$ cat src/rtl/civ_frame_radio_responder_macros.svh
// ---------------------------------------------------------------------------
// civ_frame_radio_responder_macros.svh
// assertion macros shared by the responder rtl
// ---------------------------------------------------------------------------
`ifndef CIV_FRAME_RADIO_RESPONDER_MACROS_SVH
`define CIV_FRAME_RADIO_RESPONDER_MACROS_SVH

`ifndef NO_ASSERTIONS

// same-cycle implication
`define CIV_ASSERT_IMP(lbl, clk, rst_n, ante, cons) \
  lbl: assert property (@(posedge clk) disable iff (!rst_n) (ante) |-> (cons)) \
    else $error("assertion failed");

// next-cycle implication
`define CIV_ASSERT_NXT(lbl, clk, rst_n, ante, cons) \
  lbl: assert property (@(posedge clk) disable iff (!rst_n) (ante) |=> (cons)) \
    else $error("assertion failed");

`else

`define CIV_ASSERT_IMP(lbl, clk, rst_n, ante, cons)
`define CIV_ASSERT_NXT(lbl, clk, rst_n, ante, cons)

`endif

`endif

$ cat src/rtl/civ_pkg.sv
// ---------------------------------------------------------------------------
// civ_pkg
// types and constants of the radio control frame responder
// ---------------------------------------------------------------------------
`default_nettype none

package civ_pkg;

  // frame bytes
  localparam logic [7:0] PREAMBLE   = 8'hFE;
  localparam logic [7:0] TERMINATOR = 8'hFD;

  // radio state after reset
  localparam logic [31:0] FREQ_RESET    = 32'd145000000;
  localparam logic [7:0]  MODE_RESET    = 8'd1;
  localparam logic [7:0]  SQUELCH_RESET = 8'd1;

  // input item commands
  localparam logic [1:0] CMD_BYTE   = 2'd0;
  localparam logic [1:0] CMD_POLL   = 2'd1;
  localparam logic [1:0] CMD_PRESET = 2'd2;

  // result kinds
  localparam logic KIND_BYTE = 1'b0;
  localparam logic KIND_POLL = 1'b1;

  // change codes
  localparam logic [1:0] CHG_NONE    = 2'd0;
  localparam logic [1:0] CHG_FREQ    = 2'd1;
  localparam logic [1:0] CHG_MODE    = 2'd2;
  localparam logic [1:0] CHG_SQUELCH = 2'd3;

  // configuration register indexes
  localparam int unsigned APB_ADDR_W = 5;
  localparam logic [2:0] REG_SET_FREQ    = 3'd0;
  localparam logic [2:0] REG_GET_FREQ    = 3'd1;
  localparam logic [2:0] REG_SET_SQUELCH = 3'd2;
  localparam logic [2:0] REG_GET_SQUELCH = 3'd3;
  localparam logic [2:0] REG_SET_MODE    = 3'd4;

  // command code reset values
  localparam logic [7:0] SET_FREQ_RESET    = 8'd5;
  localparam logic [7:0] GET_FREQ_RESET    = 8'd3;
  localparam logic [7:0] SET_SQUELCH_RESET = 8'd20;
  localparam logic [7:0] GET_SQUELCH_RESET = 8'd21;
  localparam logic [7:0] SET_MODE_RESET    = 8'd6;

  // frequency word and its decimal form
  localparam int unsigned FREQ_W     = 32;
  localparam int unsigned BCD_DIGITS = 10;
  localparam int unsigned BCD_W      = 4 * BCD_DIGITS;

  // byte positions in a reply frame
  localparam logic [3:0] POS_FROM_ADDR     = 4'd2;
  localparam logic [3:0] POS_TO_ADDR       = 4'd3;
  localparam logic [3:0] POS_CODE          = 4'd4;
  localparam logic [3:0] POS_DATA          = 4'd5;
  localparam logic [3:0] POS_LAST_FREQ     = 4'd10;
  localparam logic [3:0] POS_LAST_SQUELCH  = 4'd6;

  typedef struct packed {
    logic [7:0] set_freq;
    logic [7:0] get_freq;
    logic [7:0] set_squelch;
    logic [7:0] get_squelch;
    logic [7:0] set_mode;
  } codes_t;

  // captured header and data of the last finished frame
  typedef struct packed {
    logic            has_one;
    logic            has_five;
    logic [7:0]      to_addr;
    logic [7:0]      from_addr;
    logic [7:0]      code;
    logic [4:0][7:0] data;
  } frame_t;

  typedef enum logic [2:0] {
    ST_IDLE,
    ST_DECODE,
    ST_LOAD,
    ST_CONVERT,
    ST_SEND,
    ST_POLL
  } state_e;

  typedef enum logic [2:0] {
    ACT_NONE,
    ACT_SET_FREQ,
    ACT_GET_FREQ,
    ACT_SET_SQUELCH,
    ACT_GET_SQUELCH,
    ACT_SET_MODE
  } action_e;

  typedef enum logic {
    RPL_FREQ,
    RPL_SQUELCH
  } reply_e;

endpackage

`default_nettype wire

$ cat src/rtl/civ_apb_regs.sv
// ---------------------------------------------------------------------------
// civ_apb_regs
// apb register file holding the five command code bytes
// ---------------------------------------------------------------------------
`default_nettype none

module civ_apb_regs (
  input  wire logic                            clk_i,
  input  wire logic                            rst_ni,
  input  wire logic                            psel,
  input  wire logic                            penable,
  input  wire logic                            pwrite,
  input  wire logic [civ_pkg::APB_ADDR_W-1:0]  paddr,
  input  wire logic [31:0]                     pwdata,
  output logic      [31:0]                     prdata,
  output logic                                 pready,
  output civ_pkg::codes_t                      codes_o
);

  civ_pkg::codes_t codes_q;
  logic [2:0]      reg_idx;
  logic            wr_en;
  logic [7:0]      rd_byte;

  assign reg_idx = paddr[civ_pkg::APB_ADDR_W-1:2];
  assign wr_en   = psel && penable && pwrite;
  assign pready  = 1'b1;

  always_ff @(posedge clk_i or negedge rst_ni) begin
    if (!rst_ni) begin
      codes_q.set_freq    <= civ_pkg::SET_FREQ_RESET;
      codes_q.get_freq    <= civ_pkg::GET_FREQ_RESET;
      codes_q.set_squelch <= civ_pkg::SET_SQUELCH_RESET;
      codes_q.get_squelch <= civ_pkg::GET_SQUELCH_RESET;
      codes_q.set_mode    <= civ_pkg::SET_MODE_RESET;
    end else if (wr_en) begin
      case (reg_idx)
        civ_pkg::REG_SET_FREQ:    codes_q.set_freq    <= pwdata[7:0];
        civ_pkg::REG_GET_FREQ:    codes_q.get_freq    <= pwdata[7:0];
        civ_pkg::REG_SET_SQUELCH: codes_q.set_squelch <= pwdata[7:0];
        civ_pkg::REG_GET_SQUELCH: codes_q.get_squelch <= pwdata[7:0];
        civ_pkg::REG_SET_MODE:    codes_q.set_mode    <= pwdata[7:0];
        default: ;
      endcase
    end
  end

  always_comb begin
    case (reg_idx)
      civ_pkg::REG_SET_FREQ:    rd_byte = codes_q.set_freq;
      civ_pkg::REG_GET_FREQ:    rd_byte = codes_q.get_freq;
      civ_pkg::REG_SET_SQUELCH: rd_byte = codes_q.set_squelch;
      civ_pkg::REG_GET_SQUELCH: rd_byte = codes_q.get_squelch;
      civ_pkg::REG_SET_MODE:    rd_byte = codes_q.set_mode;
      default:                  rd_byte = 8'h00;
    endcase
  end

  assign prdata  = {24'h000000, rd_byte};
  assign codes_o = codes_q;

endmodule

`default_nettype wire

$ cat src/rtl/civ_frame_rx.sv
// ---------------------------------------------------------------------------
// civ_frame_rx
// frame collector: fill count, preamble restart, terminator detection
// ---------------------------------------------------------------------------
`default_nettype none

module civ_frame_rx #(
  parameter int unsigned FRAME_DEPTH = 32
) (
  input  wire logic       clk_i,
  input  wire logic       rst_ni,
  input  wire logic       byte_valid_i,
  input  wire logic [7:0] byte_i,
  output logic            act_o,
  output civ_pkg::frame_t frame_o
);

  localparam int unsigned FILL_W = $clog2(FRAME_DEPTH + 1);
  localparam logic [FILL_W-1:0] FILL_MAX     = FILL_W'(FRAME_DEPTH);
  localparam logic [FILL_W-1:0] FILL_ONE     = FILL_W'(1);
  localparam logic [FILL_W-1:0] FILL_RESTART = FILL_W'(2);
  localparam logic [FILL_W-1:0] FILL_FRAME   = FILL_W'(6);
  localparam logic [FILL_W-1:0] FILL_DATA1   = FILL_W'(7);
  localparam logic [FILL_W-1:0] FILL_DATA5   = FILL_W'(11);

  logic [FILL_W-1:0] fill_q, fill_d, fill_inc, fill_rst;
  // the two most recently stored bytes stand in for the store tail
  logic [7:0]        prev1_q, prev2_q, prev1_d, prev2_d;
  // only offsets 2 to 9 are ever read back
  logic [7:0]        cap_q [2:9];
  logic              has_one_q, has_five_q;
  logic              stored, restart, term;

  always_comb begin
    stored   = fill_q < FILL_MAX;
    fill_inc = stored ? fill_q + FILL_ONE : fill_q;
    prev1_d  = stored ? byte_i  : prev1_q;
    prev2_d  = stored ? prev1_q : prev2_q;
    restart  = (fill_inc >= FILL_RESTART) && (prev1_d == civ_pkg::PREAMBLE) &&
               (prev2_d == civ_pkg::PREAMBLE);
    fill_rst = restart ? FILL_RESTART : fill_inc;
    term     = byte_i == civ_pkg::TERMINATOR;
    fill_d   = term ? '0 : fill_rst;
    act_o    = byte_valid_i && term && (fill_rst >= FILL_FRAME);
  end

  always_ff @(posedge clk_i or negedge rst_ni) begin
    if (!rst_ni) begin
      fill_q <= '0;
    end else if (byte_valid_i) begin
      fill_q <= fill_d;
    end
  end

  always_ff @(posedge clk_i) begin
    if (byte_valid_i) begin
      prev1_q <= prev1_d;
      prev2_q <= prev2_d;
      for (int i = 2; i <= 9; i++) begin
        if (stored && (fill_q == FILL_W'(i))) begin
          cap_q[i] <= byte_i;
        end
      end
    end
    if (act_o) begin
      has_one_q  <= fill_rst >= FILL_DATA1;
      has_five_q <= fill_rst >= FILL_DATA5;
    end
  end

  always_comb begin
    frame_o.has_one   = has_one_q;
    frame_o.has_five  = has_five_q;
    frame_o.to_addr   = cap_q[2];
    frame_o.from_addr = cap_q[3];
    frame_o.code      = cap_q[4];
    for (int k = 0; k < 5; k++) begin
      frame_o.data[k] = cap_q[5 + k];
    end
  end

endmodule

`default_nettype wire

$ cat src/rtl/civ_bcd2bin.sv
// ---------------------------------------------------------------------------
// civ_bcd2bin
// digit-serial decimal to binary, one digit per cycle, modulo 2^32
// ---------------------------------------------------------------------------
`default_nettype none

module civ_bcd2bin (
  input  wire logic                          clk_i,
  input  wire logic                          rst_ni,
  input  wire logic                          start_i,
  input  wire logic [civ_pkg::BCD_W-1:0]     digits_i,
  output logic                               done_o,
  output logic      [civ_pkg::FREQ_W-1:0]    value_o
);

  localparam logic [3:0] CNT_LAST = 4'(civ_pkg::BCD_DIGITS - 1);

  logic                        busy_q, done_q;
  logic [3:0]                  cnt_q;
  logic [civ_pkg::BCD_W-1:0]   sr_q;
  logic [civ_pkg::FREQ_W-1:0]  acc_q, acc_d;
  logic                        last_step;

  assign last_step = busy_q && (cnt_q == CNT_LAST);

  // acc * 10 + digit, nibbles above nine taken as they are
  assign acc_d = {acc_q[civ_pkg::FREQ_W-4:0], 3'b000} +
                 {acc_q[civ_pkg::FREQ_W-2:0], 1'b0} +
                 civ_pkg::FREQ_W'(sr_q[civ_pkg::BCD_W-1 -: 4]);

  always_ff @(posedge clk_i or negedge rst_ni) begin
    if (!rst_ni) begin
      busy_q <= 1'b0;
      done_q <= 1'b0;
      cnt_q  <= '0;
    end else begin
      done_q <= last_step;
      if (start_i) begin
        busy_q <= 1'b1;
        cnt_q  <= '0;
      end else if (busy_q) begin
        cnt_q <= cnt_q + 4'd1;
        if (last_step) begin
          busy_q <= 1'b0;
        end
      end
    end
  end

  always_ff @(posedge clk_i) begin
    if (start_i) begin
      sr_q  <= digits_i;
      acc_q <= '0;
    end else if (busy_q) begin
      sr_q  <= {sr_q[civ_pkg::BCD_W-5:0], 4'h0};
      acc_q <= acc_d;
    end
  end

  assign done_o  = done_q;
  assign value_o = acc_q;

endmodule

`default_nettype wire

$ cat src/rtl/civ_bin2bcd.sv
// ---------------------------------------------------------------------------
// civ_bin2bcd
// bit-serial binary to decimal (shift and add three), one bit per cycle
// ---------------------------------------------------------------------------
`default_nettype none

module civ_bin2bcd (
  input  wire logic                          clk_i,
  input  wire logic                          rst_ni,
  input  wire logic                          start_i,
  input  wire logic [civ_pkg::FREQ_W-1:0]    value_i,
  output logic                               done_o,
  output logic      [civ_pkg::BCD_W-1:0]     bcd_o
);

  localparam int unsigned CNT_W = $clog2(civ_pkg::FREQ_W);
  localparam logic [CNT_W-1:0] CNT_LAST = CNT_W'(civ_pkg::FREQ_W - 1);

  logic                        busy_q, done_q;
  logic [CNT_W-1:0]            cnt_q;
  logic [civ_pkg::FREQ_W-1:0]  bin_q;
  logic [civ_pkg::BCD_W-1:0]   bcd_q, adj;
  logic                        last_step;

  assign last_step = busy_q && (cnt_q == CNT_LAST);

  always_comb begin
    for (int k = 0; k < civ_pkg::BCD_DIGITS; k++) begin
      adj[4*k +: 4] = (bcd_q[4*k +: 4] >= 4'd5) ? bcd_q[4*k +: 4] + 4'd3
                                                : bcd_q[4*k +: 4];
    end
  end

  always_ff @(posedge clk_i or negedge rst_ni) begin
    if (!rst_ni) begin
      busy_q <= 1'b0;
      done_q <= 1'b0;
      cnt_q  <= '0;
    end else begin
      done_q <= last_step;
      if (start_i) begin
        busy_q <= 1'b1;
        cnt_q  <= '0;
      end else if (busy_q) begin
        cnt_q <= cnt_q + CNT_W'(1);
        if (last_step) begin
          busy_q <= 1'b0;
        end
      end
    end
  end

  always_ff @(posedge clk_i) begin
    if (start_i) begin
      bin_q <= value_i;
      bcd_q <= '0;
    end else if (busy_q) begin
      bin_q <= {bin_q[civ_pkg::FREQ_W-2:0], 1'b0};
      bcd_q <= {adj[civ_pkg::BCD_W-2:0], bin_q[civ_pkg::FREQ_W-1]};
    end
  end

  assign done_o = done_q;
  assign bcd_o  = bcd_q;

endmodule

`default_nettype wire

$ cat src/rtl/civ_frame_radio_responder.sv
// ---------------------------------------------------------------------------
// civ_frame_radio_responder
// radio control frame responder: collects serial frame bytes, acts on
// finished frames (set/get frequency, set/get squelch, set mode), sends
// reply frames byte by byte and answers change polls
// ---------------------------------------------------------------------------
//
//  channel  | direction | handshake               | payload
//  ---------+-----------+-------------------------+---------------------------
//  input    | in        | in_valid_i / in_stall_o | cmd, rx_byte, preset_*
//  output   | out       | out_valid_o/out_stall_i | out_kind, tx_byte, last,..
//  config   | in/out    | apb psel/penable/pready | five command code bytes
//
//  a received byte that ends no frame, a preset and the unused command value
//  finish on acceptance; a finished frame goes to decode, where an unknown
//  code, too little data, set squelch and set mode end; a poll waits in the
//  poll state until the output is free; set frequency: accept, decode, the
//  one-digit-per-cycle decimal decoder and a load step; get frequency and
//  get squelch: accept, decode (get frequency then runs the bit-serial
//  encoder and a handoff), one reply byte per cycle unless the output stalls
//  one item is in work at a time; the output register lets the next item
//  in while the final result still waits for transfer
//  reset clears fill count and change flags, sets the radio state to its reset values; no sweep
//  a stalled output holds the reply sequencer on the current byte
// ---------------------------------------------------------------------------
`default_nettype none

`include "civ_frame_radio_responder_macros.svh"

module civ_frame_radio_responder #(
  parameter int unsigned FRAME_DEPTH = 32
) (
  input  wire logic                           clk_i,
  input  wire logic                           rst_ni,
  // input channel
  input  wire logic                           in_valid_i,
  output logic                                in_stall_o,
  input  wire logic [1:0]                     cmd_i,
  input  wire logic [7:0]                     rx_byte_i,
  input  wire logic [31:0]                    preset_frequency_i,
  input  wire logic [7:0]                     preset_mode_i,
  input  wire logic [7:0]                     preset_squelch_i,
  // output channel
  output logic                                out_valid_o,
  input  wire logic                           out_stall_i,
  output logic                                out_kind_o,
  output logic      [7:0]                     tx_byte_o,
  output logic                                last_o,
  output logic      [1:0]                     change_code_o,
  output logic      [31:0]                    cur_frequency_o,
  output logic      [7:0]                     cur_mode_o,
  output logic      [7:0]                     cur_squelch_o,
  // configuration port
  input  wire logic                           psel,
  input  wire logic                           penable,
  input  wire logic                           pwrite,
  input  wire logic [civ_pkg::APB_ADDR_W-1:0] paddr,
  input  wire logic [31:0]                    pwdata,
  output logic      [31:0]                    prdata,
  output logic                                pready
);

  civ_pkg::state_e  state_q, state_d;
  civ_pkg::action_e action;
  civ_pkg::reply_e  reply_q, reply_d;
  civ_pkg::codes_t  codes;
  civ_pkg::frame_t  frame;

  logic        in_accept, out_free, frame_act;
  // control strobes
  logic        byte_valid, preset_ld, b2b_start, bcd_start, freq_ld;
  logic        squelch_ld, mode_ld, reply_ld, send_ld, poll_ld;

  logic [3:0]  idx_q;
  logic [31:0] freq_q;
  logic [7:0]  mode_q, squelch_q;
  logic        freq_chg_q, mode_chg_q, squelch_chg_q;
  logic [1:0]  chg;

  logic [civ_pkg::BCD_W-1:0]  digits, bcd;
  logic [4:0][7:0]            bcd_bytes;
  logic [2:0]                 data_sel;
  logic [31:0]                b2b_value;
  logic                       b2b_done, bcd_done;
  logic [7:0]                 reply_byte;
  logic                       send_last;

  logic        out_valid_q, out_kind_q, out_last_q;
  logic [7:0]  out_tx_q, out_mode_q, out_squelch_q;
  logic [1:0]  out_chg_q;
  logic [31:0] out_freq_q;

  // ------------------------------------------------------------------
  // submodules
  // ------------------------------------------------------------------
  civ_apb_regs u_regs (
    .clk_i   (clk_i),
    .rst_ni  (rst_ni),
    .psel    (psel),
    .penable (penable),
    .pwrite  (pwrite),
    .paddr   (paddr),
    .pwdata  (pwdata),
    .prdata  (prdata),
    .pready  (pready),
    .codes_o (codes)
  );

  civ_frame_rx #(
    .FRAME_DEPTH (FRAME_DEPTH)
  ) u_frame (
    .clk_i        (clk_i),
    .rst_ni       (rst_ni),
    .byte_valid_i (byte_valid),
    .byte_i       (rx_byte_i),
    .act_o        (frame_act),
    .frame_o      (frame)
  );

  // digits go in most significant first: last data byte, low nibble leads
  always_comb begin
    for (int k = 0; k < 5; k++) begin
      digits[8*k +: 8] = {frame.data[k][3:0], frame.data[k][7:4]};
    end
  end

  civ_bcd2bin u_bcd2bin (
    .clk_i    (clk_i),
    .rst_ni   (rst_ni),
    .start_i  (b2b_start),
    .digits_i (digits),
    .done_o   (b2b_done),
    .value_o  (b2b_value)
  );

  civ_bin2bcd u_bin2bcd (
    .clk_i   (clk_i),
    .rst_ni  (rst_ni),
    .start_i (bcd_start),
    .value_i (freq_q),
    .done_o  (bcd_done),
    .bcd_o   (bcd)
  );

  // ------------------------------------------------------------------
  // handshakes
  // ------------------------------------------------------------------
  assign in_stall_o = state_q != civ_pkg::ST_IDLE;
  assign in_accept  = in_valid_i && !in_stall_o;
  assign out_free   = !out_valid_q || !out_stall_i;

  // command decode, first match wins; set commands short of data do nothing
  always_comb begin
    if (frame.code == codes.set_freq) begin
      action = frame.has_five ? civ_pkg::ACT_SET_FREQ : civ_pkg::ACT_NONE;
    end else if (frame.code == codes.get_freq) begin
      action = civ_pkg::ACT_GET_FREQ;
    end else if (frame.code == codes.set_squelch) begin
      action = frame.has_one ? civ_pkg::ACT_SET_SQUELCH : civ_pkg::ACT_NONE;
    end else if (frame.code == codes.get_squelch) begin
      action = civ_pkg::ACT_GET_SQUELCH;
    end else if (frame.code == codes.set_mode) begin
      action = frame.has_one ? civ_pkg::ACT_SET_MODE : civ_pkg::ACT_NONE;
    end else begin
      action = civ_pkg::ACT_NONE;
    end
  end

  // ------------------------------------------------------------------
  // reply byte selection
  // ------------------------------------------------------------------
  assign bcd_bytes = bcd;
  assign data_sel  = 3'(idx_q - civ_pkg::POS_DATA);

  always_comb begin
    if (idx_q < civ_pkg::POS_FROM_ADDR) begin
      reply_byte = civ_pkg::PREAMBLE;
    end else if (idx_q == civ_pkg::POS_FROM_ADDR) begin
      reply_byte = frame.from_addr;
    end else if (idx_q == civ_pkg::POS_TO_ADDR) begin
      reply_byte = frame.to_addr;
    end else if (idx_q == civ_pkg::POS_CODE) begin
      reply_byte = (reply_q == civ_pkg::RPL_FREQ) ? codes.get_freq : codes.get_squelch;
    end else if (reply_q == civ_pkg::RPL_FREQ) begin
      // first data byte carries the two most significant digits
      reply_byte = (idx_q < civ_pkg::POS_LAST_FREQ) ? bcd_bytes[3'd4 - data_sel]
                                                     : civ_pkg::TERMINATOR;
    end else begin
      reply_byte = (idx_q == civ_pkg::POS_DATA) ? squelch_q : civ_pkg::TERMINATOR;
    end
    send_last = idx_q == ((reply_q == civ_pkg::RPL_FREQ) ? civ_pkg::POS_LAST_FREQ
                                                          : civ_pkg::POS_LAST_SQUELCH);
  end

  // poll priority: frequency, mode, squelch
  always_comb begin
    if (freq_chg_q) begin
      chg = civ_pkg::CHG_FREQ;
    end else if (mode_chg_q) begin
      chg = civ_pkg::CHG_MODE;
    end else if (squelch_chg_q) begin
      chg = civ_pkg::CHG_SQUELCH;
    end else begin
      chg = civ_pkg::CHG_NONE;
    end
  end

  // ------------------------------------------------------------------
  // sequencer: next state
  // ------------------------------------------------------------------
  always_comb begin
    state_d = state_q;
    case (state_q)
      civ_pkg::ST_IDLE: begin
        if (in_accept && (cmd_i == civ_pkg::CMD_BYTE) && frame_act) begin
          state_d = civ_pkg::ST_DECODE;
        end else if (in_accept && (cmd_i == civ_pkg::CMD_POLL)) begin
          state_d = civ_pkg::ST_POLL;
        end
      end
      civ_pkg::ST_DECODE: begin
        case (action)
          civ_pkg::ACT_SET_FREQ:    state_d = civ_pkg::ST_LOAD;
          civ_pkg::ACT_GET_FREQ:    state_d = civ_pkg::ST_CONVERT;
          civ_pkg::ACT_GET_SQUELCH: state_d = civ_pkg::ST_SEND;
          default:                  state_d = civ_pkg::ST_IDLE;
        endcase
      end
      civ_pkg::ST_LOAD: begin
        if (b2b_done) begin
          state_d = civ_pkg::ST_IDLE;
        end
      end
      civ_pkg::ST_CONVERT: begin
        if (bcd_done) begin
          state_d = civ_pkg::ST_SEND;
        end
      end
      civ_pkg::ST_SEND: begin
        if (out_free && send_last) begin
          state_d = civ_pkg::ST_IDLE;
        end
      end
      civ_pkg::ST_POLL: begin
        if (out_free) begin
          state_d = civ_pkg::ST_IDLE;
        end
      end
      default: state_d = civ_pkg::ST_IDLE;
    endcase
  end

  // ------------------------------------------------------------------
  // sequencer: control strobes
  // ------------------------------------------------------------------
  always_comb begin
    byte_valid = 1'b0;
    preset_ld  = 1'b0;
    b2b_start  = 1'b0;
    bcd_start  = 1'b0;
    freq_ld    = 1'b0;
    squelch_ld = 1'b0;
    mode_ld    = 1'b0;
    reply_ld   = 1'b0;
    reply_d    = reply_q;
    send_ld    = 1'b0;
    poll_ld    = 1'b0;
    case (state_q)
      civ_pkg::ST_IDLE: begin
        byte_valid = in_accept && (cmd_i == civ_pkg::CMD_BYTE);
        preset_ld  = in_accept && (cmd_i == civ_pkg::CMD_PRESET);
      end
      civ_pkg::ST_DECODE: begin
        reply_ld = 1'b1;
        case (action)
          civ_pkg::ACT_SET_FREQ:    b2b_start  = 1'b1;
          civ_pkg::ACT_GET_FREQ: begin
            bcd_start = 1'b1;
            reply_d   = civ_pkg::RPL_FREQ;
          end
          civ_pkg::ACT_SET_SQUELCH: squelch_ld = 1'b1;
          civ_pkg::ACT_GET_SQUELCH: reply_d    = civ_pkg::RPL_SQUELCH;
          civ_pkg::ACT_SET_MODE:    mode_ld    = 1'b1;
          default: ;
        endcase
      end
      civ_pkg::ST_LOAD:  freq_ld = b2b_done;
      civ_pkg::ST_SEND:  send_ld = out_free;
      civ_pkg::ST_POLL:  poll_ld = out_free;
      default: ;
    endcase
  end

  always_ff @(posedge clk_i or negedge rst_ni) begin
    if (!rst_ni) begin
      state_q <= civ_pkg::ST_IDLE;
    end else begin
      state_q <= state_d;
    end
  end

  // reply kind and byte position
  always_ff @(posedge clk_i) begin
    if (reply_ld) begin
      reply_q <= reply_d;
      idx_q   <= '0;
    end else if (send_ld) begin
      idx_q <= idx_q + 4'd1;
    end
  end

  // ------------------------------------------------------------------
  // radio state and change flags
  // ------------------------------------------------------------------
  always_ff @(posedge clk_i or negedge rst_ni) begin
    if (!rst_ni) begin
      freq_q        <= civ_pkg::FREQ_RESET;
      mode_q        <= civ_pkg::MODE_RESET;
      squelch_q     <= civ_pkg::SQUELCH_RESET;
      freq_chg_q    <= 1'b0;
      mode_chg_q    <= 1'b0;
      squelch_chg_q <= 1'b0;
    end else begin
      // preset leaves the change flags alone
      if (preset_ld) begin
        freq_q    <= preset_frequency_i;
        mode_q    <= preset_mode_i;
        squelch_q <= preset_squelch_i;
      end
      if (freq_ld) begin
        freq_q     <= b2b_value;
        freq_chg_q <= 1'b1;
      end
      if (squelch_ld) begin
        squelch_q     <= frame.data[0];
        squelch_chg_q <= 1'b1;
      end
      if (mode_ld) begin
        mode_q     <= frame.data[0];
        mode_chg_q <= 1'b1;
      end
      // one flag cleared per poll
      if (poll_ld) begin
        case (chg)
          civ_pkg::CHG_FREQ:    freq_chg_q    <= 1'b0;
          civ_pkg::CHG_MODE:    mode_chg_q    <= 1'b0;
          civ_pkg::CHG_SQUELCH: squelch_chg_q <= 1'b0;
          default: ;
        endcase
      end
    end
  end

  // ------------------------------------------------------------------
  // output register
  // ------------------------------------------------------------------
  always_ff @(posedge clk_i or negedge rst_ni) begin
    if (!rst_ni) begin
      out_valid_q <= 1'b0;
    end else if (send_ld || poll_ld) begin
      out_valid_q <= 1'b1;
    end else if (!out_stall_i) begin
      out_valid_q <= 1'b0;
    end
  end

  always_ff @(posedge clk_i) begin
    if (send_ld) begin
      out_kind_q    <= civ_pkg::KIND_BYTE;
      out_tx_q      <= reply_byte;
      out_last_q    <= send_last;
      out_chg_q     <= civ_pkg::CHG_NONE;
      out_freq_q    <= '0;
      out_mode_q    <= '0;
      out_squelch_q <= '0;
    end else if (poll_ld) begin
      out_kind_q    <= civ_pkg::KIND_POLL;
      out_tx_q      <= '0;
      out_last_q    <= 1'b1;
      out_chg_q     <= chg;
      out_freq_q    <= freq_q;
      out_mode_q    <= mode_q;
      out_squelch_q <= squelch_q;
    end
  end

  assign out_valid_o     = out_valid_q;
  assign out_kind_o      = out_kind_q;
  assign tx_byte_o       = out_tx_q;
  assign last_o          = out_last_q;
  assign change_code_o   = out_chg_q;
  assign cur_frequency_o = out_freq_q;
  assign cur_mode_o      = out_mode_q;
  assign cur_squelch_o   = out_squelch_q;

  // ------------------------------------------------------------------
  // assertions
  // ------------------------------------------------------------------
  `CIV_ASSERT_NXT(a_poll_enters_poll, clk_i, rst_ni,
                  in_accept && (cmd_i == civ_pkg::CMD_POLL), state_q == civ_pkg::ST_POLL)
  `CIV_ASSERT_IMP(a_poll_answer_shape, clk_i, rst_ni,
                  out_valid_o && (out_kind_o == civ_pkg::KIND_POLL),
                  last_o && (tx_byte_o == 8'h00))
  `CIV_ASSERT_IMP(a_encoder_done_in_convert, clk_i, rst_ni,
                  bcd_done, state_q == civ_pkg::ST_CONVERT)
  `CIV_ASSERT_NXT(a_last_byte_frees_input, clk_i, rst_ni,
                  send_ld && send_last, state_q == civ_pkg::ST_IDLE)

endmodule

`default_nettype wire

$ cat config.mk
export PLATFORM = sky130hd
export DESIGN_NAME = civ_frame_radio_responder
export DESIGN_NICKNAME = d
export VERILOG_FILES = /design/src/rtl/civ_pkg.sv /design/src/rtl/civ_apb_regs.sv /design/src/rtl/civ_frame_rx.sv /design/src/rtl/civ_bcd2bin.sv /design/src/rtl/civ_bin2bcd.sv /design/src/rtl/civ_frame_radio_responder.sv
export VERILOG_INCLUDE_DIRS = /design/src /design/src/rtl
export SDC_FILE = /design/constraint.sdc
export NUM_CORES = 1
export LEC_CHECK = 0
export BUFFER_PORTS_ARGS = -buffer_cell sky130_fd_sc_hd__buf_4
export CORE_ASPECT_RATIO = 0.7
export CORE_MARGIN = 1.5
export CORE_UTILIZATION = 30
export CTS_CLUSTER_SIZE = 10
export DETAILED_ROUTE_END_ITERATION = 12
export SYNTH_ARGS = -nofsm -noshare
export SYNTH_HDL_FRONTEND = slang
export SYNTH_SLANG_ARGS = --single-unit
$ cat constraint.sdc
create_clock -name clk_i -period 3.21 [get_ports clk_i]
set_clock_uncertainty 0.1 [all_clocks]
set_input_delay 0.4815 -clock clk_i [delete_from_list [all_inputs] [get_ports clk_i]]
set_output_delay 0.4815 -clock clk_i [all_outputs]
set_load 0.05 [all_outputs]
### After elaboration in Yosys (flattened, before gate mapping)

Memories as Yosys holds them, arrays and structs flattened.
Index checks and enable logic that the tools add are counted.

* logic and storage cells: 315
* latch bits: 0
* input bits: 102
* memory bits (read-only): 0
* memories kept: 1
* memory bits (writable): 64
* register bits after elaboration: 341

* bitwise operators: 0
* muxes and demuxes: 141
* div/mod/pow operators: 0
* shifts and indexed selects: 0
* magnitude comparators: 18
* multiply operators: 0
* eq/ne operators: 48
* add/subtract/negate cells: 18
* reduce and logical (&&, ||, !) cells: 52

Memories
* u_frame.cap_q: words 8, bits a word 8, rd ports 8, clocked after memory_dff 0, wr ports 1, RTL line civ_frame_rx.sv:30 `logic [7:0] cap_q [2:9];`

Operator list (count)
* 8-bit two-way mux: 24
* 32-bit two-way mux: 4
* 40-bit two-way mux: 2
* 4-bit two-way mux: 19
* 1-bit two-way mux: 65
* 8-bit OR reduction: 7
* 8-bit equality test: 5
* 4-bit by 3-bit greater-or-equal comparator with 1-bit output (second input constant): 10
* 8-bit one-hot mux with 5 select lines: 1
* 3-bit two-way mux: 13
* 4-bit by 2-bit adder with 4-bit output (second input constant): 9
* 32-bit adder: 1
* 32-bit by 4-bit adder with 32-bit output: 1
* 8-bit binary-select mux with 3-bit select: 1
* 6-bit by 3-bit equality test with 1-bit output (second input constant): 4
* 8-bit equality test (second input constant): 3
* 1-bit logical AND: 22
* 3-bit by 2-bit equality test with 1-bit output (second input constant): 6
* 6-bit two-way mux: 3
* 3-bit one-hot mux with 6 select lines: 1
* 3-bit equality test (second input constant): 5
* 2-bit nonzero test: 7
* 6-bit by 2-bit equality test with 1-bit output (second input constant): 2
* 6-bit by 4-bit equality test with 1-bit output (second input constant): 2
* 36 further kinds: 60

### Depth between registers and ports, before layout

Gate-level depths: netlist of the first run.

* word-level depth: 15
* depth in mapped cells: 13

### Cells and area by module

From an unflattened synthesis of the first run, not the netlist that was laid out.

* cells, all modules: 1914
* area, all modules: 20867.5 um^2

By module, submodules not included
* civ_frame_radio_responder: times used 1, area each 6272.3 um^2, seq. area each 2790.2 um^2, cells each 703
* civ_bcd2bin: times used 1, area each 4919.7 um^2, seq. area each 1991.9 um^2, cells each 454
* civ_bin2bcd: times used 1, area each 4120.2 um^2, seq. area each 1936.9 um^2, cells each 403
* civ_frame_rx: times used 1, area each 3423.3 um^2, seq. area each 2612.5 um^2, cells each 196
* civ_apb_regs: times used 1, area each 2132.0 um^2, seq. area each 1014.7 um^2, cells each 158

### Worst setup path after synthesis of the first run

No wires, ideal clock.

* path type: register to register
* from: register state_q[0]
* to: register, netlist name u_frame.cap_q[0][24]
* path buffers: 2
* data arrival time: 3054 ps
* stages on the path, launching flop included: 9
* clock period less this slack: 3549 ps
* slack: -339 ps
* cells stage by stage: dfrtp_1 clkbuf_1 or3_1 nor2_1 nand2_1 inv_1 clkbuf_1 nand2_1 nor4_1

RTL lines
* from (decl): RTL line civ_frame_radio_responder.sv:63 `civ_pkg::state_e state_q, state_d;`
* from (signal assigned): RTL line civ_frame_radio_responder.sv:296 `state_q <= civ_pkg::ST_IDLE;`
* from (signal assigned): RTL line civ_frame_radio_responder.sv:298 `state_q <= state_d;`

### Final worst setup path of the first run

* from: register u_bcd2bin.sr_q[38] in the netlist's numbering
* to: register u_bcd2bin.acc_q (netlist bit u_bcd2bin.value_o[16])

* longest elaborated chain between the ends: 1

RTL lines
* from (decl): RTL line civ_bcd2bin.sv:20 `logic [civ_pkg::BCD_W-1:0] sr_q;`
* from (signal assigned): RTL line civ_bcd2bin.sv:52 `sr_q <= digits_i;`
* from (signal assigned): RTL line civ_bcd2bin.sv:55 `sr_q <= {sr_q[civ_pkg::BCD_W-5:0], 4'h0};`
* 32-bit by 4-bit adder with 32-bit output: RTL line civ_bcd2bin.sv:28 `{acc_q[civ_pkg::FREQ_W-2:0], 1'b0} +`
* to (signal assigned): RTL line civ_bcd2bin.sv:53 `acc_q <= '0;`
* to (signal assigned): RTL line civ_bcd2bin.sv:56 `acc_q <= acc_d;`
* to (decl): RTL line civ_bcd2bin.sv:21 `logic [civ_pkg::FREQ_W-1:0] acc_q, acc_d;`

Every way passes these cells.
A chain may end at the register's enable or synchronous reset.

==> results.json, run 1 <==
{
  "crit_chain": "ha_4 > ha_4 > fa_2 > a211oi_4 > nor3b_2 > o41ai_2 > buf_4 > nand2_2 > a211o_1 > a21oi_2 > nor3_2 > a311oi_1 > nor2_1",
  "final_cells": 2969,
  "reg2reg_slack_ns": 0.12,
  "die_h_um": 220,
  "dieWidth_um": 314,
  "grt_overflow": 0,
  "ys_seq_area_share_pct": 51.1,
  "htree_levels": 2,
  "finalNetCount": 2233,
  "cts_buffers": 48,
  "drtIter0Drc": 1112,
  "period_share_pct": 96.3,
  "p_leak_uw": 0.00937,
  "slew_violations": 0,
  "worstPathArrival_ns": 3.45,
  "path_max_fanout": 3,
  "relSlewSlack_pct": 36.4,
  "final.min_clock_period_ns": 3.09,
  "tns_ns": 0,
  "ioPinCount": 197,
  "startpoint_type": "register",
  "r2r_end": "u_bcd2bin.value_o[16]$_SDFFE_PP0P_",
  "synth_cell_types": 71,
  "core_um2": 66600,
  "ys_ff_latch": 405,
  "synth_top_flop_cell": "edfxtp_1",
  "power_density_nw_per_um2": 747,
  "hold_slack_ns": 0.0274,
  "startpoint": "u_bcd2bin.sr_q[38]$_DFFE_PP_",
  "clockBufferDepth": 3,
  "finalHoldViolations": 0,
  "r2r_start": "u_bcd2bin.sr_q[38]$_DFFE_PP_",
  "grt_max_degree": 75,
  "place.port_buffers": 145,
  "path_clk_slew_ns": 0.06,
  "viasPerCell": 4.92,
  "async_flop_share_pct": 28.1,
  "synth_area_per_cell_um2": 10.7,
  "synth_area_leaders": "edfxtp_1 (24%), dfxtp_1 (13%), dfrtp_1 (11%)",
  "grt_pass1_vias": 14300,
  "antenna_left": 0,
  "cts-root-buf": "clkbuf_16",
  "yosys-top-cells-count": "nand2_1 (251), edfxtp_1 (164), o21ai_0 (154), dfxtp_1 (127), nor2_1 (120)",
  "power.ir.vdd_worst_v": 0.000413,
  "worstMarginPinSlew_ns": 0.950,
  "hp-class": "in -> reg",
  "final_design_area_no_fill_um2": 24000,
  "min_to": "mode_q[5]$_DFFE_PN0P_",
  "dp.cells": 2870,
  "dr.pass1.iters": 6,
  "fmax_ghz": 0.323,
  "reg2regPathDepth": 13,
  "synth_top_cell_area_share_pct": 24.3,
  "dp_hpwl_um": 38100,
  "clk_latency_ns": 0.61,
  "end_kind": "register",
  "worstHoldPathCells": 3,
  "status": "finished clean",
  "crit_type": "reg -> reg",
  "synthToLayoutAreaGrowth_pct": 18.7,
  "crit_path_frequent_cell": "ha_4",
  "synth_cells": 1895,
  "cts_tree": "built",
  "rows": 79,
  "drt-total-wl_um": 53300,
  "drive_above_1_share_pct": 20.9,
  "rsz0062_at_grt": "yes",
  "antenna_found_initial": 2,
  "vias": 14600,
  "maxCapViolCount": 0,
  "yosysWarningCount": 0,
  "total_power_uw": 18000,
  "min-delay-start": "preset_mode_i[5]",
  "yosysMostFrequentCell": "nand2_1",
  "route.detailed.drc": 0,
  "finalWeightedCongestion": 0.858,
  "initial_utilization_pct": 30.4,
  "slowest_stage": "edfxtp_1",
  "wl_per_cell_um": 18.0,
  "die-area_um2": 69100,
  "fillCellCount": 6648,
  "crit_required_ns": 3.56,
  "cts.sinks": 405,
  "grt_use_total_pct": 15.2,
  "slowest_delay_ns": 0.42,
  "synth_edf_count": 164,
  "yosys.area.top_type": "edfxtp_1",
  "post_dp_cell_area_um2": 22300,
  "grt_pass1_wl_um": 82600,
  "finalSetupViolCount": 0,
  "synth.cell_area_um2": 20300
}
## state kept, by name, summed over array words and instances (netlist names), 32 cells and up
| signal | cells |
|---|---|
| cur_frequency_o | 32 |
| u_frame.cap_q | 64 |
| freq_q | 32 |
| u_bcd2bin.sr_q | 40 |
| u_regs.codes_o | 40 |
| u_bcd2bin.value_o | 32 |
| u_bin2bcd.bcd_o | 40 |
| u_bin2bcd.bin_q | 32 |
## where the power goes
group	total [uW]	switching, uW	internal [uW]
clock	5170	2190	2980
combinational	5380	3400	1980
sequential	7420	963	6460
## cells by family after synthesis
group,after synthesis,share of synthesized area (%)
muxes,220,12.3
and+or+nand+nor,523,11.5
other,2,0.0371
buffers and inverters,177,4.09
DFF,405,51.1
adders and majority gates,94,5.87
AOI/OAI and AO/OA,383,11.2
xor gates and xnor gates,91,3.93
## placed cells by master (no fill, tap or decap), types with 11 or more instances in the layout
cell type,count
o21ai_0,150
clkbuf_16,49
a31oi_1,13
nand4_1,12
mux2_2,113
xnor2_1,52
edfxtp_1,164
nor2b_1,13
nand3_1,30
and2_1,11
buf_4,184
dfrtp_1,91
a21oi_1,93
nand2b_1,18
conb_1,25
dfstp_2,21
inv_1,49
nor3_1,12
clkbuf_1,33
nor2_1,120
a22oi_1,23
xor2_1,39
nand2_1,249
dfxtp_1,125
mux2i_1,89
ha_1,88
a211oi_1,12
o211ai_1,26
## per-stage QoR
| stage | utilization, % | setup WS, ns |
|---|---|---|
| after floorplan | - | 0.0559 |
| after global placement | 33.5 | -0.168 |
| after detailed placement | 33.5 | -0.127 |
| after CTS | 35.9 | -0.0278 |
| after global routing | 36.1 | -0.0738 |
| final | 36.1 | 0.118 |
## worst max-delay path, delay by kind of cell (launching register included)
family / cells / cell delay (ns)
adders and majority gates: 3 / 0.81
buffers and inverters: 1 / 0.18
AOI/OAI and AO/OA: 5 / 1.16
DFF: 1 / 0.42
and+or+nand+nor: 4 / 0.27
## how the worst max path moves through the flow
stage	to	slack, ns	cells after the start
5_1_grt	u_bcd2bin.value_o[16]$_SDFFE_PP0P_	-0.07	13
3_3_place_gp	u_bcd2bin.value_o[16]$_SDFFE_PP0P_	-0.17	12
3_5_place_dp	u_bcd2bin.value_o[16]$_SDFFE_PP0P_	-0.13	12
4_1_cts	u_bcd2bin.value_o[16]$_SDFFE_PP0P_	-0.03	12
2_1_floorplan	u_bcd2bin.value_o[16]$_SDFFE_PP0P_	0.06	11
6_report	u_bcd2bin.value_o[16]$_SDFFE_PP0P_	0.12	13
## layer usage
metal / GRT usage [%] / share of wire [%]
met5: 0 / 0.032
met4: 3.78 / 1.9
met3: 3.51 / 6.9
met2: 21.5 / 41
met1: 22.9 / 50
## final cells by class
class | count | area, um^2 | area share [%]
flip-flops and latches | 405 | 10400 | 43.0
multi-input cells | 1336 | 9310 | 38.7
repair buffers | 197 | 1590 | 6.60
clock buffers | 84 | 1370 | 5.68
well taps | 891 | 1110 | 4.64
inverters | 50 | 188 | 0.780
clock inverters | 5 | 129 | 0.536
diodes | 1 | 2.50 | 0.0104
## what timing repair did
item,in CTS,in global routing
gates resized for setup,7,21
endpoints found under the hold margin,33,0
endpoints found under the setup margin,8,79
gates cloned,0,1
pin swaps,2,13
setup buffers,1,2
hold buffers,5,0
(Power assumes the default switching activity.)
==> run 2, diff against run 1 <==
--- a/config.mk
+++ b/config.mk
@@ -7,11 +7,13 @@
 export NUM_CORES = 1
 export LEC_CHECK = 0
 export BUFFER_PORTS_ARGS = -buffer_cell sky130_fd_sc_hd__buf_4
-export CORE_ASPECT_RATIO = 0.7
+export CORE_ASPECT_RATIO = 1.75
 export CORE_MARGIN = 1.5
 export CORE_UTILIZATION = 30
 export CTS_CLUSTER_SIZE = 10
 export DETAILED_ROUTE_END_ITERATION = 12
+export MAX_ROUTING_LAYER = met4
+export SLEW_MARGIN = 20
 export SYNTH_ARGS = -nofsm -noshare
 export SYNTH_HDL_FRONTEND = slang
 export SYNTH_SLANG_ARGS = --single-unit
==> run 2 against run 1 <==
Compared with the run above: die area barely moved; register-to-register slack improved by 0.02 ns; worst hold slack got worse by 0.0040 ns; global-route usage rose by 1.1 points; sequential cell count did not move; worst setup slack improved by 0.023 ns; maximum frequency rose by 0.76%; combinational power rose by 3%; sequential power barely moved; sequential share of layout area barely moved; critical endpoint is now u_bcd2bin.value_o[25]$_SDFFE_PP0P_.
==> results.json, run 2 (synthesized netlist as in run 1, its figures left out) <==
{
  "status": "finished clean",
  "power.ir.vdd_worst_v": 0.000624,
  "place.port_buffers": 145,
  "drtIter0Drc": 809,
  "reg2reg_slack_ns": 0.14,
  "dp_hpwl_um": 39500,
  "post_dp_cell_area_um2": 22400,
  "startpoint_type": "register",
  "initial_utilization_pct": 30.4,
  "drive_above_1_share_pct": 20.8,
  "cts-root-buf": "clkbuf_16",
  "wl_per_cell_um": 18.2,
  "dieWidth_um": 199,
  "htree_levels": 2,
  "slew_violations": 0,
  "relSlewSlack_pct": 45.8,
  "rsz0062_at_grt": "yes",
  "worstSetupEndpoint": "u_bcd2bin.value_o[25]$_SDFFE_PP0P_",
  "maxCapViolCount": 0,
  "dr.pass1.iters": 5,
  "hp-class": "in -> reg",
  "p_leak_uw": 0.00939,
  "regMostFlops": "u_frame.cap_q",
  "tns_ns": 0,
  "fillCellCount": 6673,
  "path_max_fanout": 4,
  "power_density_nw_per_um2": 748,
  "grt_use_total_pct": 16.3,
  "crit_required_ns": 3.63,
  "place_ws_ns": -0.111,
  "core_um2": 66600,
  "viasPerCell": 4.88,
  "finalNetCount": 2242,
  "path_clk_slew_ns": 0.06,
  "vias": 14500,
  "grt_pass1_vias": 15200,
  "fmax_ghz": 0.326,
  "die_h_um": 347,
  "grt_pass1_wl_um": 85100,
  "final.min_clock_period_ns": 3.07,
  "finalSetupViolCount": 0,
  "final_cell_mix": "nand2_1 (250), buf_4 (189), edfxtp_1 (164)",
  "final_common_cell": "nand2_1",
  "die-area_um2": 69200,
  "worstPathArrival_ns": 3.49,
  "rows": 125,
  "hold_slack_ns": 0.0234,
  "cts.sinks": 405,
  "setup_ws_ns": 0.142,
  "worstMarginPinSlew_ns": 0.813,
  "clk_latency_ns": 0.60,
  "period_share_pct": 95.6,
  "antenna_found_initial": 1,
  "final_design_area_no_fill_um2": 24000,
  "startpoint": "u_bcd2bin.sr_q[39]$_DFFE_PP_",
  "largest_reg_flops": 64,
  "r2r_start": "u_bcd2bin.sr_q[39]$_DFFE_PP_",
  "finalHoldViolations": 0,
  "grt_overflow": 0,
  "clockBufferDepth": 3,
  "grt_max_degree": 66,
  "route.detailed.drc": 0,
  "end_kind": "register",
  "finalWeightedCongestion": 0.883,
  "cts_buffers": 47,
  "r2r_end": "u_bcd2bin.value_o[25]$_SDFFE_PP0P_",
  "drt-total-wl_um": 54300,
  "reg2regPathDepth": 11,
  "antenna_left": 0,
  "ioPinCount": 197,
  "synthToLayoutAreaGrowth_pct": 18.7,
  "crit_type": "reg -> reg",
  "cts_tree": "built"
}
[run 2: critical path, cell delays in order (launching register included)]
cell and delay (ns):
edfxtp_1 0.39, fa_2 0.56, ha_1 0.27, a211oi_2 0.27
o211ai_1 0.14, and3_2 0.26, o21ai_0 0.24, a21boi_0 0.15
o21ai_0 0.26, a21o_1 0.15, nand3_1 0.07, a21oi_1 0.15
[run 2: worst min-delay path by stage]
stage                                     start                          endpoint  slack, ns  cells after the start
2_1_floorplan                            rst_ni              freq_chg_q$_DFF_PN0_       0.09                      0
3_3_place_gp   cur_frequency_o[27]$_SDFFE_PP0P_  cur_frequency_o[27]$_SDFFE_PP0P_       0.34                      2
3_5_place_dp   cur_frequency_o[24]$_SDFFE_PP0P_  cur_frequency_o[24]$_SDFFE_PP0P_       0.34                      2
4_1_cts                     preset_squelch_i[0]          squelch_q[0]$_DFFE_PN1P_      0.003                      3
5_1_grt                     preset_squelch_i[0]          squelch_q[0]$_DFFE_PN1P_       0.02                      3
6_report                    preset_squelch_i[0]          squelch_q[0]$_DFFE_PN1P_       0.02                      3
[run 2: per-layer routing]
metal	track usage, %	part of all wire, %	wire (um)	vias to the layer above
met3	2.58	4.2	2260	90
met4	5.91	3.1	1680	0
li1	-	-	-	7005
met1	17.9	40	21600	7087
met5	-	0	0	-
met2	29.3	53	28800	356
[run 2: power breakdown]
part	switching (uW)	internal [uW]
clock	2180	2850
sequential	981	6460
combinational	3500	2030
total	6660	11300
[run 2: through the flow]
step / util, % / instances / total power (uW)
floorplan: - / 1918 / 11000
global placement: 33.7 / 2877 / 12800
detailed placement: 33.7 / 2877 / 13000
CTS: 36.0 / 2974 / 18100
global route: 36.1 / 2976 / 19000
finish: 36.1 / 2977 / 18000
[run 2: final cells by class]
cell class | instances | area [um^2] | area share (%)
Tap cell | 889 | 1110 | 4.63
Timing Repair Buffer | 207 | 1690 | 7.02
Sequential cell | 405 | 10300 | 43.0
Inverter | 50 | 188 | 0.780
Clock inverter | 5 | 65.1 | 0.271
Multi-Input combinational cell | 1336 | 9290 | 38.6
Clock buffer | 83 | 1350 | 5.62
Antenna cell | 2 | 5.00 | 0.0208
[run 2: timing repair]
| item | CTS | global route |
|---|---|---|
| hold buffers | 9 | 0 |
| endpoints found under the setup margin | 3 | 22 |
| buffers inserted | 0 | 1 |
| pin swaps | 1 | 11 |
| resized for setup | 3 | 15 |
| endpoints found under the hold margin | 37 | 0 |
| cloned | 0 | 0 |
